<file path="config.mk">
export PLATFORM = sky130hd
export DESIGN_NAME = keypad_scan_with_led_pwm_flat
export DESIGN_NICKNAME = d
export VERILOG_FILES = /design/src/kpad_pkg.sv /design/src/kpad_if.sv /design/src/kpad_front.sv /design/src/kpad_queue.sv /design/src/kpad_back.sv /design/src/keypad_scan_with_led_pwm.sv /design/src/flat_wrapper.sv
export SDC_FILE = /design/constraint.sdc
export NUM_CORES = 1
export LEC_CHECK = 0
export BUFFER_PORTS_ARGS = -buffer_cell sky130_fd_sc_hd__buf_4
export CORE_UTILIZATION = 40
export DETAILED_ROUTE_END_ITERATION = 8
export PLACE_DENSITY = 0.59
export SKIP_CTS_REPAIR_TIMING = 1
export SLEW_MARGIN = 0
export SYNTH_ARGS = -nofsm -noshare
export SYNTH_HDL_FRONTEND = slang
export SYNTH_SLANG_ARGS = --single-unit
</file>
<file path="constraint.sdc">
create_clock -name clk -period 5 [get_ports clk]
set_input_delay 0.25 -clock clk [delete_from_list [all_inputs] [get_ports clk]]
set_output_delay 0.25 -clock clk [all_outputs]
set_load 0.01 [all_outputs]
</file>
<file path="src/kpad_pkg.sv">
package kpad_pkg;

  // fixed field widths
  localparam int COL_W      = 5;
  localparam int LED_W      = 3;
  localparam int DRIVE_W    = 4;
  localparam int KEY_W      = 5;
  localparam int KEY_CALC_W = 6;
  localparam int CNT_W      = 8;
  localparam int DUTY_W     = 8;
  localparam int CFG_IDX_W  = 2;
  localparam int ROW_MAX_W  = 3;
  localparam int COL_IDX_W  = $clog2(COL_W);

  // front-to-back queue depth
  localparam int QDEPTH     = 2;
  localparam int QPTR_W     = $clog2(QDEPTH);

  // configuration register indexes
  typedef enum logic [CFG_IDX_W-1:0] {
    REG_RED   = 2'd0,
    REG_GREEN = 2'd1,
    REG_BLUE  = 2'd2
  } cfg_reg_t;

  // input item kinds
  typedef enum logic {
    KIND_TICK = 1'b0,
    KIND_PIN  = 1'b1
  } item_kind_t;

  // key number multiplier per column bit
  localparam logic [2:0] KEY_MULT [COL_W] = '{3'd0, 3'd3, 3'd2, 3'd1, 3'd4};

  // classified item handed from front to back
  typedef struct packed {
    logic [LED_W-1:0]     led;
    logic [DRIVE_W-1:0]   drive;
    logic [ROW_MAX_W-1:0] row;
    logic [COL_W-1:0]     diff;
    logic [COL_W-1:0]     sample;
  } entry_t;

endpackage

</file>
<file path="src/kpad_if.sv">
interface kpad_sample_if;
  import kpad_pkg::*;
  logic             valid;
  logic             ready;
  logic             kind;
  logic [COL_W-1:0] column_sample;
  modport source (output valid, kind, column_sample, input ready);
  modport sink   (input valid, kind, column_sample, output ready);
endinterface

interface kpad_result_if;
  import kpad_pkg::*;
  logic               valid;
  logic               ready;
  logic [LED_W-1:0]   led_pins;
  logic [DRIVE_W-1:0] row_drive;
  logic               event_valid;
  logic [KEY_W-1:0]   key_index;
  logic               key_pressed;
  logic               last;
  modport source (output valid, led_pins, row_drive, event_valid, key_index, key_pressed,
                  last, input ready);
  modport sink   (input valid, led_pins, row_drive, event_valid, key_index, key_pressed,
                  last, output ready);
endinterface

interface kpad_cfg_if;
  import kpad_pkg::*;
  logic                 valid;
  logic                 ready;
  logic [CFG_IDX_W-1:0] index;
  logic [DUTY_W-1:0]    data;
  modport source (output valid, index, data, input ready);
  modport sink   (input valid, index, data, output ready);
endinterface

</file>
<file path="src/kpad_front.sv">
module kpad_front #(
  parameter int ROWS    = 4,
  parameter int COLUMNS = 5
) (
  input  logic             clk,
  input  logic             rst,
  kpad_sample_if.sink      sample_ch,
  kpad_cfg_if.sink         cfg_ch,
  output logic             push,
  output kpad_pkg::entry_t push_entry,
  input  logic             queue_full
);
  import kpad_pkg::*;

  localparam int ROW_W = $clog2(ROWS);
  localparam logic [COL_W-1:0] COL_MASK = COL_W'((1 << COLUMNS) - 1);

  logic [CNT_W-1:0]  pwm_count;
  logic [ROW_W-1:0]  row_select;
  logic [LED_W-1:0]  led_level;
  logic [DUTY_W-1:0] duty_red;
  logic [DUTY_W-1:0] duty_green;
  logic [DUTY_W-1:0] duty_blue;
  logic [COL_W-1:0]  row_keys [ROWS];

  logic              accept;
  logic              is_tick;
  logic              wrap;
  logic              examine;
  logic [CNT_W-1:0]  pwm_count_next;
  logic [ROW_W-1:0]  row_select_next;
  logic [LED_W-1:0]  led_level_next;
  logic [COL_W-1:0]  sample_m;
  logic [COL_W-1:0]  diff;
  logic [DRIVE_W-1:0] drive;

  assign accept    = sample_ch.valid && !queue_full;
  assign sample_ch.ready = !queue_full;
  assign cfg_ch.ready    = 1'b1;

  // classify the item and work out the next state
  always_comb begin
    is_tick        = (item_kind_t'(sample_ch.kind) == KIND_TICK);
    pwm_count_next = pwm_count + CNT_W'(1);
    wrap           = is_tick && (pwm_count_next == '0);
    if (wrap) begin
      row_select_next = (row_select == ROW_W'(ROWS - 1)) ? '0 : row_select + ROW_W'(1);
    end else begin
      row_select_next = row_select;
    end
    examine  = wrap || !is_tick;
    sample_m = sample_ch.column_sample & COL_MASK;
    diff     = examine ? (sample_m ^ row_keys[row_select_next]) : '0;

    // LED pins clear at the wrap, then set on a duty match
    led_level_next = led_level;
    if (is_tick) begin
      if (wrap) begin
        led_level_next = '0;
      end
      if (pwm_count_next == duty_red)   led_level_next[0] = 1'b1;
      if (pwm_count_next == duty_green) led_level_next[1] = 1'b1;
      if (pwm_count_next == duty_blue)  led_level_next[2] = 1'b1;
    end

    // active-low row drive, rows past the field read as idle
    for (int i = 0; i < DRIVE_W; i++) begin
      drive[i] = (ROW_MAX_W'(row_select_next) != ROW_MAX_W'(i));
    end
  end

  assign push              = accept;
  assign push_entry.led    = led_level_next;
  assign push_entry.drive  = drive;
  assign push_entry.row    = ROW_MAX_W'(row_select_next);
  assign push_entry.diff   = diff;
  assign push_entry.sample = sample_m;

  // scan state
  always_ff @(posedge clk) begin
    if (rst) begin
      pwm_count  <= '0;
      row_select <= '0;
      led_level  <= '1;
      for (int i = 0; i < ROWS; i++) begin
        row_keys[i] <= '0;
      end
    end else if (accept) begin
      if (is_tick) begin
        pwm_count <= pwm_count_next;
        led_level <= led_level_next;
      end
      row_select <= row_select_next;
      if (examine) begin
        row_keys[row_select_next] <= sample_m;
      end
    end
  end

  // duty registers
  always_ff @(posedge clk) begin
    if (rst) begin
      duty_red   <= '0;
      duty_green <= '0;
      duty_blue  <= '0;
    end else if (cfg_ch.valid) begin
      case (cfg_reg_t'(cfg_ch.index))
        REG_RED:   duty_red   <= cfg_ch.data;
        REG_GREEN: duty_green <= cfg_ch.data;
        REG_BLUE:  duty_blue  <= cfg_ch.data;
        default:   ;
      endcase
    end
  end

`ifndef ASSERT_OFF
  a_row_range: assert property (@(posedge clk) disable iff (rst)
    row_select <= ROW_W'(ROWS - 1))
    else $error("row select out of range");

  a_wrap_moves_row: assert property (@(posedge clk) disable iff (rst)
    (accept && wrap) |=> (row_select != $past(row_select)))
    else $error("counter wrap did not advance the row");
`endif

endmodule

</file>
<file path="src/kpad_queue.sv">
module kpad_queue (
  input  logic             clk,
  input  logic             rst,
  input  logic             push,
  input  kpad_pkg::entry_t push_entry,
  output logic             full,
  input  logic             pop,
  output logic             head_valid,
  output kpad_pkg::entry_t head
);
  import kpad_pkg::*;

  entry_t            slots [QDEPTH];
  logic [QPTR_W-1:0] wr_ptr;
  logic [QPTR_W-1:0] rd_ptr;
  logic [QPTR_W:0]   count;

  assign full       = (count == (QPTR_W + 1)'(QDEPTH));
  assign head_valid = (count != '0);
  assign head       = slots[rd_ptr];

  // pointers and fill level
  always_ff @(posedge clk) begin
    if (rst) begin
      wr_ptr <= '0;
      rd_ptr <= '0;
      count  <= '0;
    end else begin
      if (push) begin
        wr_ptr <= (wr_ptr == QPTR_W'(QDEPTH - 1)) ? '0 : wr_ptr + QPTR_W'(1);
      end
      if (pop) begin
        rd_ptr <= (rd_ptr == QPTR_W'(QDEPTH - 1)) ? '0 : rd_ptr + QPTR_W'(1);
      end
      case ({push, pop})
        2'b10:   count <= count + (QPTR_W + 1)'(1);
        2'b01:   count <= count - (QPTR_W + 1)'(1);
        default: count <= count;
      endcase
    end
  end

  // entry storage
  always_ff @(posedge clk) begin
    if (push) begin
      slots[wr_ptr] <= push_entry;
    end
  end

`ifndef ASSERT_OFF
  a_count_bound: assert property (@(posedge clk) disable iff (rst)
    count <= (QPTR_W + 1)'(QDEPTH))
    else $error("queue overfilled");
`endif

endmodule

</file>
<file path="src/kpad_back.sv">
module kpad_back #(
  parameter int ROWS = 4
) (
  input  logic             clk,
  input  logic             rst,
  input  logic             head_valid,
  input  kpad_pkg::entry_t head,
  output logic             pop,
  kpad_result_if.source    result_ch
);
  import kpad_pkg::*;

  logic [COL_W-1:0]      served;
  logic                  out_valid;
  logic [COL_W-1:0]      remaining;
  logic [COL_W-1:0]      low_onehot;
  logic [COL_W-1:0]      rest;
  logic [COL_IDX_W-1:0]  low_idx;
  logic [KEY_CALC_W-1:0] key_sum;
  logic                  out_free;
  logic                  emit;
  logic                  is_null;

  // pick the lowest changed column not yet reported
  always_comb begin
    remaining = head.diff & ~served;
    low_idx   = '0;
    for (int i = COL_W - 1; i >= 0; i--) begin
      if (remaining[i]) begin
        low_idx = COL_IDX_W'(i);
      end
    end
    low_onehot = remaining & (~remaining + COL_W'(1));
    rest       = remaining & ~low_onehot;
    is_null    = (remaining == '0);
    key_sum    = KEY_CALC_W'(head.row) + KEY_CALC_W'(KEY_MULT[low_idx]) * KEY_CALC_W'(ROWS);
  end

  assign out_free = !out_valid || result_ch.ready;
  assign emit     = head_valid && out_free;
  assign pop      = emit && (rest == '0);

  assign result_ch.valid = out_valid;

  // output register and per-item progress
  always_ff @(posedge clk) begin
    if (rst) begin
      out_valid <= 1'b0;
      served    <= '0;
    end else begin
      if (emit) begin
        out_valid <= 1'b1;
        served    <= pop ? '0 : (served | low_onehot);
      end else if (result_ch.ready) begin
        out_valid <= 1'b0;
      end
    end
  end

  // result payload
  always_ff @(posedge clk) begin
    if (emit) begin
      result_ch.led_pins    <= head.led;
      result_ch.row_drive   <= head.drive;
      result_ch.event_valid <= !is_null;
      result_ch.key_index   <= is_null ? '0 : key_sum[KEY_W-1:0];
      result_ch.key_pressed <= is_null ? 1'b0 : head.sample[low_idx];
      result_ch.last        <= (rest == '0);
    end
  end

`ifndef ASSERT_OFF
  a_served_subset: assert property (@(posedge clk) disable iff (rst)
    head_valid |-> ((served & ~head.diff) == '0))
    else $error("reported column not in change mask");

  a_served_idle: assert property (@(posedge clk) disable iff (rst)
    !head_valid |-> (served == '0))
    else $error("progress mask left over without an item");

  a_null_is_last: assert property (@(posedge clk) disable iff (rst)
    (out_valid && !result_ch.event_valid) |-> result_ch.last)
    else $error("no-change result not marked last");
`endif

endmodule

</file>
<file path="src/keypad_scan_with_led_pwm.sv">
// The first result of an item passes through the queue and then the output register
// after the item is accepted.
// Throughput: one result per cycle from the output register while the receiver is ready;
// an item gives as many results as it has changed keys, at least one and at most five.
// A two-entry queue lets the front accept items while the back still emits results.
// Reset (rst, synchronous): counter, row, stored keys and duties clear, LED pins go
// all ones, queue and output register empty; ready again the cycle after reset.
module keypad_scan_with_led_pwm #(
  parameter int ROWS    = 4,
  parameter int COLUMNS = 5
) (
  input  logic          clk,
  input  logic          rst,
  kpad_sample_if.sink   sample_ch,
  kpad_result_if.source result_ch,
  kpad_cfg_if.sink      cfg_ch
);
  import kpad_pkg::*;

  logic   push;
  entry_t push_entry;
  logic   queue_full;
  logic   pop;
  logic   head_valid;
  entry_t head;

  kpad_front #(
    .ROWS    (ROWS),
    .COLUMNS (COLUMNS)
  ) u_front (
    .clk        (clk),
    .rst        (rst),
    .sample_ch  (sample_ch),
    .cfg_ch     (cfg_ch),
    .push       (push),
    .push_entry (push_entry),
    .queue_full (queue_full)
  );

  kpad_queue u_queue (
    .clk        (clk),
    .rst        (rst),
    .push       (push),
    .push_entry (push_entry),
    .full       (queue_full),
    .pop        (pop),
    .head_valid (head_valid),
    .head       (head)
  );

  kpad_back #(
    .ROWS (ROWS)
  ) u_back (
    .clk        (clk),
    .rst        (rst),
    .head_valid (head_valid),
    .head       (head),
    .pop        (pop),
    .result_ch  (result_ch)
  );

endmodule

</file>
<file path="src/flat_wrapper.sv">
// flat-port wrapper written by rule: the top's interface ports become plain ports
module keypad_scan_with_led_pwm_flat import kpad_pkg::*;
#(
  parameter int ROWS    = 4,
  parameter int COLUMNS = 5
)
  (clk, rst, sample_ch_valid, sample_ch_kind, sample_ch_column_sample, sample_ch_ready, result_ch_valid, result_ch_led_pins, result_ch_row_drive, result_ch_event_valid, result_ch_key_index, result_ch_key_pressed, result_ch_last, result_ch_ready, cfg_ch_valid, cfg_ch_index, cfg_ch_data, cfg_ch_ready);
  kpad_sample_if sample_ch_i ();
  kpad_result_if result_ch_i ();
  kpad_cfg_if cfg_ch_i ();
  input  logic clk;
  input  logic rst;
  input wire logic [$bits(sample_ch_i.valid)-1:0] sample_ch_valid;
  input wire logic [$bits(sample_ch_i.kind)-1:0] sample_ch_kind;
  input wire logic [$bits(sample_ch_i.column_sample)-1:0] sample_ch_column_sample;
  output wire logic [$bits(sample_ch_i.ready)-1:0] sample_ch_ready;
  output wire logic [$bits(result_ch_i.valid)-1:0] result_ch_valid;
  output wire logic [$bits(result_ch_i.led_pins)-1:0] result_ch_led_pins;
  output wire logic [$bits(result_ch_i.row_drive)-1:0] result_ch_row_drive;
  output wire logic [$bits(result_ch_i.event_valid)-1:0] result_ch_event_valid;
  output wire logic [$bits(result_ch_i.key_index)-1:0] result_ch_key_index;
  output wire logic [$bits(result_ch_i.key_pressed)-1:0] result_ch_key_pressed;
  output wire logic [$bits(result_ch_i.last)-1:0] result_ch_last;
  input wire logic [$bits(result_ch_i.ready)-1:0] result_ch_ready;
  input wire logic [$bits(cfg_ch_i.valid)-1:0] cfg_ch_valid;
  input wire logic [$bits(cfg_ch_i.index)-1:0] cfg_ch_index;
  input wire logic [$bits(cfg_ch_i.data)-1:0] cfg_ch_data;
  output wire logic [$bits(cfg_ch_i.ready)-1:0] cfg_ch_ready;
  assign sample_ch_i.valid = sample_ch_valid;
  assign sample_ch_i.kind = sample_ch_kind;
  assign sample_ch_i.column_sample = sample_ch_column_sample;
  assign sample_ch_ready = sample_ch_i.ready;
  assign result_ch_valid = result_ch_i.valid;
  assign result_ch_led_pins = result_ch_i.led_pins;
  assign result_ch_row_drive = result_ch_i.row_drive;
  assign result_ch_event_valid = result_ch_i.event_valid;
  assign result_ch_key_index = result_ch_i.key_index;
  assign result_ch_key_pressed = result_ch_i.key_pressed;
  assign result_ch_last = result_ch_i.last;
  assign result_ch_i.ready = result_ch_ready;
  assign cfg_ch_i.valid = cfg_ch_valid;
  assign cfg_ch_i.index = cfg_ch_index;
  assign cfg_ch_i.data = cfg_ch_data;
  assign cfg_ch_ready = cfg_ch_i.ready;
  keypad_scan_with_led_pwm #(.ROWS(ROWS), .COLUMNS(COLUMNS)) u_core (.clk(clk), .rst(rst), .sample_ch(sample_ch_i), .result_ch(result_ch_i), .cfg_ch(cfg_ch_i));
endmodule
</file>
# --- After elaboration in Yosys (flattened, before gate mapping) ---
# Memories as Yosys holds them, arrays and structs flattened. A register that Yosys moved wholly into a read port is not among the register bits.
# Index checks and enable logic that the tools add are counted.
classes:
  addsub: 8
  magnitude_cmp: 2
  n_eq_ne: 12
  n_mux: 36
  n_bitwise: 10
  n_reduce_logical: 22
op_table:
  columns: ["op", "n"]
  rows:
  - ["3-bit two-way mux", 9]
  - ["8-bit equality test", 3]
  - ["1-bit two-way mux", 19]
  - ["5-bit bitwise AND", 3]
  - ["5-bit two-way mux", 3]
  - ["5-bit NOT", 3]
  - ["5-bit zero test", 2]
  - ["8-bit by 1-bit adder with 8-bit output (second input constant)", 1]
  - ["2-bit equality test (second input constant)", 4]
  - ["8-bit zero test", 1]
  - ["2-bit AND reduction", 4]
  - ["2-bit nonzero test", 4]
  - ["2-bit two-way mux", 3]
  - ["3-bit by 5-bit adder with 5-bit output", 1]
  - ["5-bit by 1-bit adder with 5-bit output (second input constant)", 1]
  - ["5-bit OR", 1]
  - ["5-bit OR reduction", 1]
  - ["5-bit XOR", 1]
  - ["2-bit by 1-bit adder with 2-bit output (second input constant)", 2]
  - ["2-bit by 1-bit equality test with 1-bit output (second input constant)", 2]
  - ["4-bit >= comparator (second input constant)", 1]
  - ["1-bit logical AND", 4]
  - ["3-bit by 4-bit < comparator with 1-bit output (second input constant)", 1]
  - ["2-bit != test (second input constant)", 2]
  - ["other kinds (10)", 14]
word_totals:
  ff_bits: 62
  ramBits: 58
  rom_bits: 24
  inputBits: 21
  elab_cells: 110
  n_memories: 3
mem_list:
  columns: ["name", "depth", "width", "read_ports", "rd_clocked_by_memory_dff", "wr", "line", "text"]
  rows:
  - ["u_core.u_queue.slots", 2, 19, 1, 1, 1, "kpad_queue.sv:13", "entry_t slots [QDEPTH];"]
  - ["(name not given)", 8, 3, 1, 0, 0, "kpad_back.sv:36", "key_sum = KEY_CALC_W'(head.row) + KEY_CALC_W'(KEY_MULT[low_idx]) * KEY_CALC_W'(ROWS);"]
  - ["u_core.u_front.row_keys", 4, 5, 1, 0, 4, "kpad_front.sv:24", "logic [COL_W-1:0] row_keys [ROWS];"]

# --- Longest topological paths before layout ---
# Gate-level depths: netlist (run 1).
depth:
  ltp_word: 12
  depth_mapped: 10
  depth_no_buf: 9

# --- Cells and area by module ---
# From an unflattened synthesis (run 1), not the netlist that was laid out.
hier_totals:
  hier_cells: 499
  hier_area_um2: 5855.6
by_module_without_submodules:
  columns: ["mod", "instances", "cells_per_inst", "area_each_um2", "seq_area_each_um2"]
  rows:
  - ["kpad_front", 1, 343, 3269.4, 1341.3]
  - ["kpad_queue", 1, 84, 1644.1, 1301.2]
  - ["kpad_back", 1, 72, 942.2, 570.5]

# --- Worst setup path before layout (run 1) ---
# OpenSTA, ideal clock, no wires.
synth_path:
  path_kind: "flip-flop to flip-flop"
  startpoint: "reg u_core.u_front.pwm_count[0]"
  endpoint: "mem u_core.u_front.row_keys[1][0] (enable)"
  setup_ps: 374
  t_arrival_ps: 2627
  slack_ps: 2000
  stages_incl_launch_ff: 9
  synth_period_minus_slack_ps: 3000
  cell_sequence: "dfxtp_1 > ha_1 > buf_4 > or4_4 > a211o_1 > a2111o_1 > buf_6 > o32a_1 > o21ai_0"
synth_lines:
  columns: ["element", "line", "text"]
  rows:
  - ["from (decl)", "kpad_front.sv:18", "logic [CNT_W-1:0] pwm_count;"]
  - ["from (signal assigned)", "kpad_front.sv:90", "pwm_count <= pwm_count_next;"]
  - ["to (decl)", "kpad_front.sv:24", null]

==> results of run 1 <==
## kinds of logic (layout without fill, tap and decap cells)
kind of cell / after synthesis / count (layout)
AO/OA/AOI/OAI: 97 / 97
XOR/XNOR: 38 / 38
adder cells (fa/ha/maj): 5 / 5
buffers and inverters: 41 / 89
flip-flops: 121 / 121
multiplexers: 43 / 43
other: 1 / 1
AND/OR/NAND/NOR: 159 / 159
## cells in the final DEF (no fill, tap or decap), drive strengths merged, types with 16 or more instances in the layout
master,netlist,final
nor2,78,78
edfxtp,73,73
dfxtp,48,48
buf,12,41
mux2i,34,34
nand2,30,30
clkbuf,13,25
xnor2,22,22
o21ai,21,21
inv,16,19
a21oi,18,18
o211ai,17,17
xor2,16,16
## layer usage
metal | wire length, microns | up-vias
met5 | 0 | -
met4 | 231 | 0
met3 | 573 | 21
met2 | 5580 | 101
met1 | 5420 | 1839
li1 | - | 1929
## worst min path at each step
stage | startpoint | to | slack (ns)
floorplan | sample_ch_column_sample[0] | u_core.u_queue.slots[0][0] | 0.35
global placement | u_core.u_front.led_level[0] | u_core.u_front.led_level[0] | 0.45
detailed placement | u_core.u_front.led_level[0] | u_core.u_front.led_level[0] | 0.46
CTS | sample_ch_column_sample[1] | u_core.u_queue.slots[0][1] | 0.05
global route | sample_ch_column_sample[1] | u_core.u_queue.slots[0][1] | 0.06
finish | sample_ch_column_sample[1] | u_core.u_queue.slots[0][1] | 0.07
## report_power, final
part	switching, W	internal [W]	leakage [nW]
Combinational	0.000333	0.000220	1.13
Clock	0.000414	0.000698	0.277
Sequential	0.0000602	0.00122	1.05
## sequential cells by signal (all words and copies together), names as in the netlist, 3 cells and up, named ones only
| signal | count |
|---|---|
| u_core.u_queue.slots | 38 |
| u_core.u_front.row_keys | 20 |
| u_core.u_front.duty_blue | 8 |
| u_core.u_front.duty_green | 8 |
| u_core.u_front.duty_red | 8 |
| u_core.u_front.pwm_count | 8 |
| u_core.u_back.result_ch.key_index | 5 |
| u_core.u_back.served | 5 |
| u_core.u_back.result_ch.row_drive | 4 |
| u_core.u_back.result_ch.led_pins | 3 |
| u_core.u_front.led_level | 3 |
## final cells by class
cell class	count	share of cell area, %
inverters	16	0.912
clock buffers	25	7.70
clock inverters	7	0.589
flip-flops and latches	121	47.9
repair buffers	41	4.68
multi-input cells	343	34.8
well taps	180	3.42
## metrics by stage
step	hold slack, ns	cells
floorplan	0.349	505
global placement	0.453	701
detailed placement	0.457	701
CTS	0.0546	733
global route	0.0565	733
finish	0.0737	733
==> impl_metrics.csv, run 1 <==
group,metric,value,unit
synth,synth_top_area_cell,"edfxtp_1",
synth,yosysUniqueCellTypes,56,
setup_path,max_stage_delay,0.58,ns
setup_path,crit_end,"u_core.u_front.row_keys[1][0]",
synth,synthAdderAreaFrac,1.06,%
cts,numCtsBuffers,17,
setup_path,reg2regPathDepth,6,
min_path,hold_class,"in -> reg",
flow_run,maxCapViolCount,0,
setup_path,crit_chain,"ha_1 > or4_4 > a211o_1 > a2111o_1 > o32a_1 > o21ai_0",
min_path,min_path_cells,1,
setup_path,crit_family,"compound AO/OA/AOI/OAI gates",
route,drt-pass1-iter-count,6,
cts,clk_pin_slew,0.05,ns
sta,worstMarginPinSlew,0.773,ns
global_route,overflow,0,
synth,syn_avg_cell_area,11.2,sq um
place,post-place-ws,1.59,ns
final_layout,area_growth,16.2,%
floorplanning,dieWidth,121,microns
final_layout,antenna_cells,0,
final_layout,fin_nets,565,
synth,yosysSeqAreaShare,55.6,%
sta,fin_tns_setup,0,ns
synth,synth_area_leaders,"edfxtp_1 (39%), dfxtp_1 (17%), mux2i_1 (6.0%), nor2_1 (5.2%), xnor2_1 (3.4%)",
synth,synth_top_family_by_area,"simple AND/OR/NAND/NOR gates",
synth,synth_mux_area_share,7.79,%
route,ant_nets,0,
setup_path,startpoint_type,"flop",
sta,clock_skew,0.00952,ns
route,vias,3890,
setup_path,path_buf_inv,0,
sta,setup_slack,1.54,ns
floorplanning,die_area,14600,sq um
global_route,grt_pass1_vias,3822,
final_layout,post-route-cell-area,6580,sq um
synth,synth_edf_count,73,
global_route,met2_usage,27.6,%
setup_path,rrSetupSlack,1.54,ns
synth,synthSimpleGateAreaFrac,13.0,%
synth,syn_nets,530,
synth,synth_compound_gate_area_share,12.7,%
global_route,gr-usage-all-layers,17.3,%
setup_path,required,5.04,ns
synth,synth_area,5670,sq um
cts,worst_skew_pair.late_latency,0.41,ns
global_route,use_met3,4.93,%
pwr,ir_worst_vdd,0.241,mV
synth,dominantRegCellSynth,"edfxtp_1",
synth,async_flop_share,0,%
floorplanning,die_h,121,microns
global_route,grt_first_pass_wirelength,19.1,mm
pwr,power,0.00294,W
final_layout,postLayoutCoreUtil,47.6,%
route,wl_per_cell,16.1,microns
sta,period_minus_slack,3.46,ns
synth,syn_inst,505,
synth,synth_seq_cells,121,
cts,cts_sinks,121,
route,viasPerCell,5.31,
sta,max_freq,289,MHz
setup_path,worstPathMaxFanout,13,
cts,cts_tree,"done",
setup_path,critPathArrivalTime,3.50,ns
route,post-route-drc-count,0,
sta,finalSetupViolations,0,
setup_path,worst_path_max_delay_cell,"o21ai_0",
final_layout,multi_input_area,2290,sq um
cts,cts.path.max_buffers,2,
sta,fin_crit_sh,69.1,%
global_route,top_usage_layer,"met2",
pwr,p_per_area,447,nW/um^2
setup_path,timing.rr.end,"u_core.u_front.row_keys[1][0]",
place,dp_hpwl,8.49,mm
setup_path,cp.depth,6,
global_route,antenna_found_initial,0,
sta,hold_viol,0,
cts,htreeDepth,4,
floorplanning,pin_count,39,
sta,slew_headroom,48.0,%
place,portBuffers,37,
synth,synth_xor_area_share,5.87,%
floorplanning,rows,43,
route,routed_wl,11.8,mm
global_route,grt_start_max_net_pins,49,
synth,synth_top_area_share,38.7,%
sta,rsz0062_at_grt,"no",
floorplanning,core,13800,sq um
global_route,met1_usage,21.7,%
cts,cts_root_buf,"clkbuf_16",
setup_path,crit_path_start,"u_core.u_front.pwm_count[0]",
setup_path,crit_type,"reg -> reg",
place,place_area,6040,sq um
pwr,leakage,2.46,nW
setup_path,crit_path_end_kind,"flop",
floorplanning,start_util,41.0,%
route,drt_iter0_markers,256,
place,gp_congestion,0.832,
synth,yosys_warnings,0,
setup_path,r2r_start,"u_core.u_front.pwm_count[0]",
final_layout,num-fill-cells,1245,
final_layout,drive_above_1_share,16.5,%
synth,synth_common_cells,"nor2_1 (78), edfxtp_1 (73), dfxtp_1 (48)",
synth,yosysMostFrequentCell,"nor2_1",
sta,finalMaxSlewViolations,0,
final_layout,seq_area,3150,sq um
outcome,status,"complete, no violations",
(Power assumes the default switching activity.)
==> inputs of run 2 (changes only) <==
clock period = 3.6 ns   (was 5 ns; I/O delays follow)
==> run 2 against run 1 <==
  * Via count grew 1.0%
  * Power grew 44%
  * Clock skew hardly changed
  * Non-clock buffer count up 3
  * Count of clock-buffer cells in the layout fell by 1
  * Register-to-register slack worse by 1.2 ns
  * Design area increased by 1.1%
  * Critical path depth increased by 1
  * Global-route usage up 0.59 points
  * Largest power group unchanged
  * Highest routed layer unchanged
==> impl_metrics.csv, run 2 (synthesized netlist as in run 1, its figures left out) <==
group,metric,value,unit
place,gp_congestion,0.828,
setup_path,critPathArrivalTime,3.31,ns
route,wl_per_cell,16.4,microns
place,portBuffers,37,
global_route,grt_start_max_net_pins,49,
sta,worstMarginPinSlew,0.699,ns
pwr,ir_worst_vdd,0.324,mV
setup_path,worstPathMaxFanout,13,
global_route,overflow,0,
global_route,antenna_found_initial,0,
route,viasPerCell,5.34,
place,dp_hpwl,8.65,mm
final_layout,final_cell_mix,"nor2_1 (78), edfxtp_1 (73), dfxtp_1 (48), buf_4 (43), mux2i_1 (34)",
global_route,gr-usage-all-layers,17.9,%
route,drt-pass1-iter-count,4,
cts,clk_pin_slew,0.05,ns
pwr,leakage,2.48,nW
cts,htreeDepth,4,
floorplanning,start_util,41.0,%
route,drt_iter0_markers,199,
floorplanning,core,13800,sq um
cts,cts_tree,"done",
final_layout,regMostFlops,"u_core.u_queue.slots",
sta,slew_headroom,53.4,%
floorplanning,dieWidth,121,microns
final_layout,antenna_cells,0,
flow_run,maxCapViolCount,0,
setup_path,crit_path_end_kind,"flop",
final_layout,area_growth,17.4,%
sta,fin_crit_sh,90.8,%
route,vias,3929,
sta,finalSetupViolations,0,
cts,cts.path.max_buffers,2,
global_route,grt_pass1_vias,3881,
outcome,status,"complete, no violations",
route,ant_nets,0,
sta,clock_skew,0.00911,ns
floorplanning,die_area,14600,sq um
min_path,hold_class,"in -> reg",
final_layout,fin_nets,568,
setup_path,startpoint_type,"flop",
sta,rsz0062_at_grt,"no",
floorplanning,rows,43,
pwr,p_per_area,638,nW/um^2
global_route,grt_first_pass_wirelength,19.8,mm
sta,finalMaxSlewViolations,0,
route,post-route-drc-count,0,
sta,fin_tns_setup,0,ns
final_layout,layout_commonest_cell,"nor2_1",
setup_path,rrSetupSlack,0.33,ns
final_layout,largest_reg_flops,38,
final_layout,postLayoutCoreUtil,48.1,%
cts,cts_root_buf,"clkbuf_16",
route,routed_wl,12.1,mm
sta,period_minus_slack,3.27,ns
floorplanning,die_h,121,microns
final_layout,drive_above_1_share,16.4,%
setup_path,crit_type,"reg -> reg",
final_layout,top_regs,"u_core.u_queue.slots x38, u_core.u_front.row_keys x20",
setup_path,required,3.65,ns
pwr,power,0.00425,W
cts,cts_sinks,121,
sta,max_freq,306,MHz
floorplanning,pin_count,39,
cts,numCtsBuffers,17,
sta,hold_viol,0,
cts,worst_skew_pair.late_latency,0.42,ns
==> run 2: cell type report <==
cell class,count,area (sq um)
Multi-Input combinational cell,343,2290
Fill cell,1237,7170
Sequential cell,121,3150
Clock buffer,24,472
Tap cell,180,225
Inverter,16,60.1
Timing Repair Buffer,44,333
Clock inverter,8,120
==> run 2: worst max-delay path, stage by stage, from the launching register on <==
cell and delay, ns:
dfxtp_1 0.45, ha_1 0.37, or4_4 0.45, a21oi_1 0.29, o211ai_1 0.33, nor3_1 0.26
nor2_1 0.16, o21ai_0 0.58
==> run 2: layer usage <==
metal  vias to the layer above  track usage [%]  share of wire [%]
met3                        27             4.70                3.5
met5                         -                0                  0
met4                         0             10.3                2.8
met1                      1898             21.2                 45
li1                       1923                -                  -
met2                        81             29.4                 49
==> run 2: power breakdown <==
| group | switching, W | internal (W) |
|---|---|---|
| Sequential | 0.0000838 | 0.00169 |
| Combinational | 0.000457 | 0.000312 |
| Clock | 0.000585 | 0.00112 |
==> run 2: through the flow <==
stage	std cells	worst slack (ns)	instance area, sq um	hold WS [ns]
after global placement	703	0.481	6050	0.427
after detailed placement	703	0.310	6050	0.430
after global routing	736	0.00105	6660	0.00177
after CTS	735	0.254	6650	-0.0148
final	736	0.330	6660	0.0109
after floorplan	505	0.600	5670	0.279
==> run 2: worst paths after layout <==
path / start / end / depth (start not counted)
worst min register to register: u_core.u_front.led_level[1] / u_core.u_front.led_level[1] / 2
worst max register to register: u_core.u_front.pwm_count[0] / u_core.u_front.row_keys[0][2] / 7
worst min-delay path: cfg_ch_data[6] / u_core.u_front.duty_blue[6] / 3
worst max-delay path: u_core.u_front.pwm_count[0] / u_core.u_front.row_keys[0][2] / 7
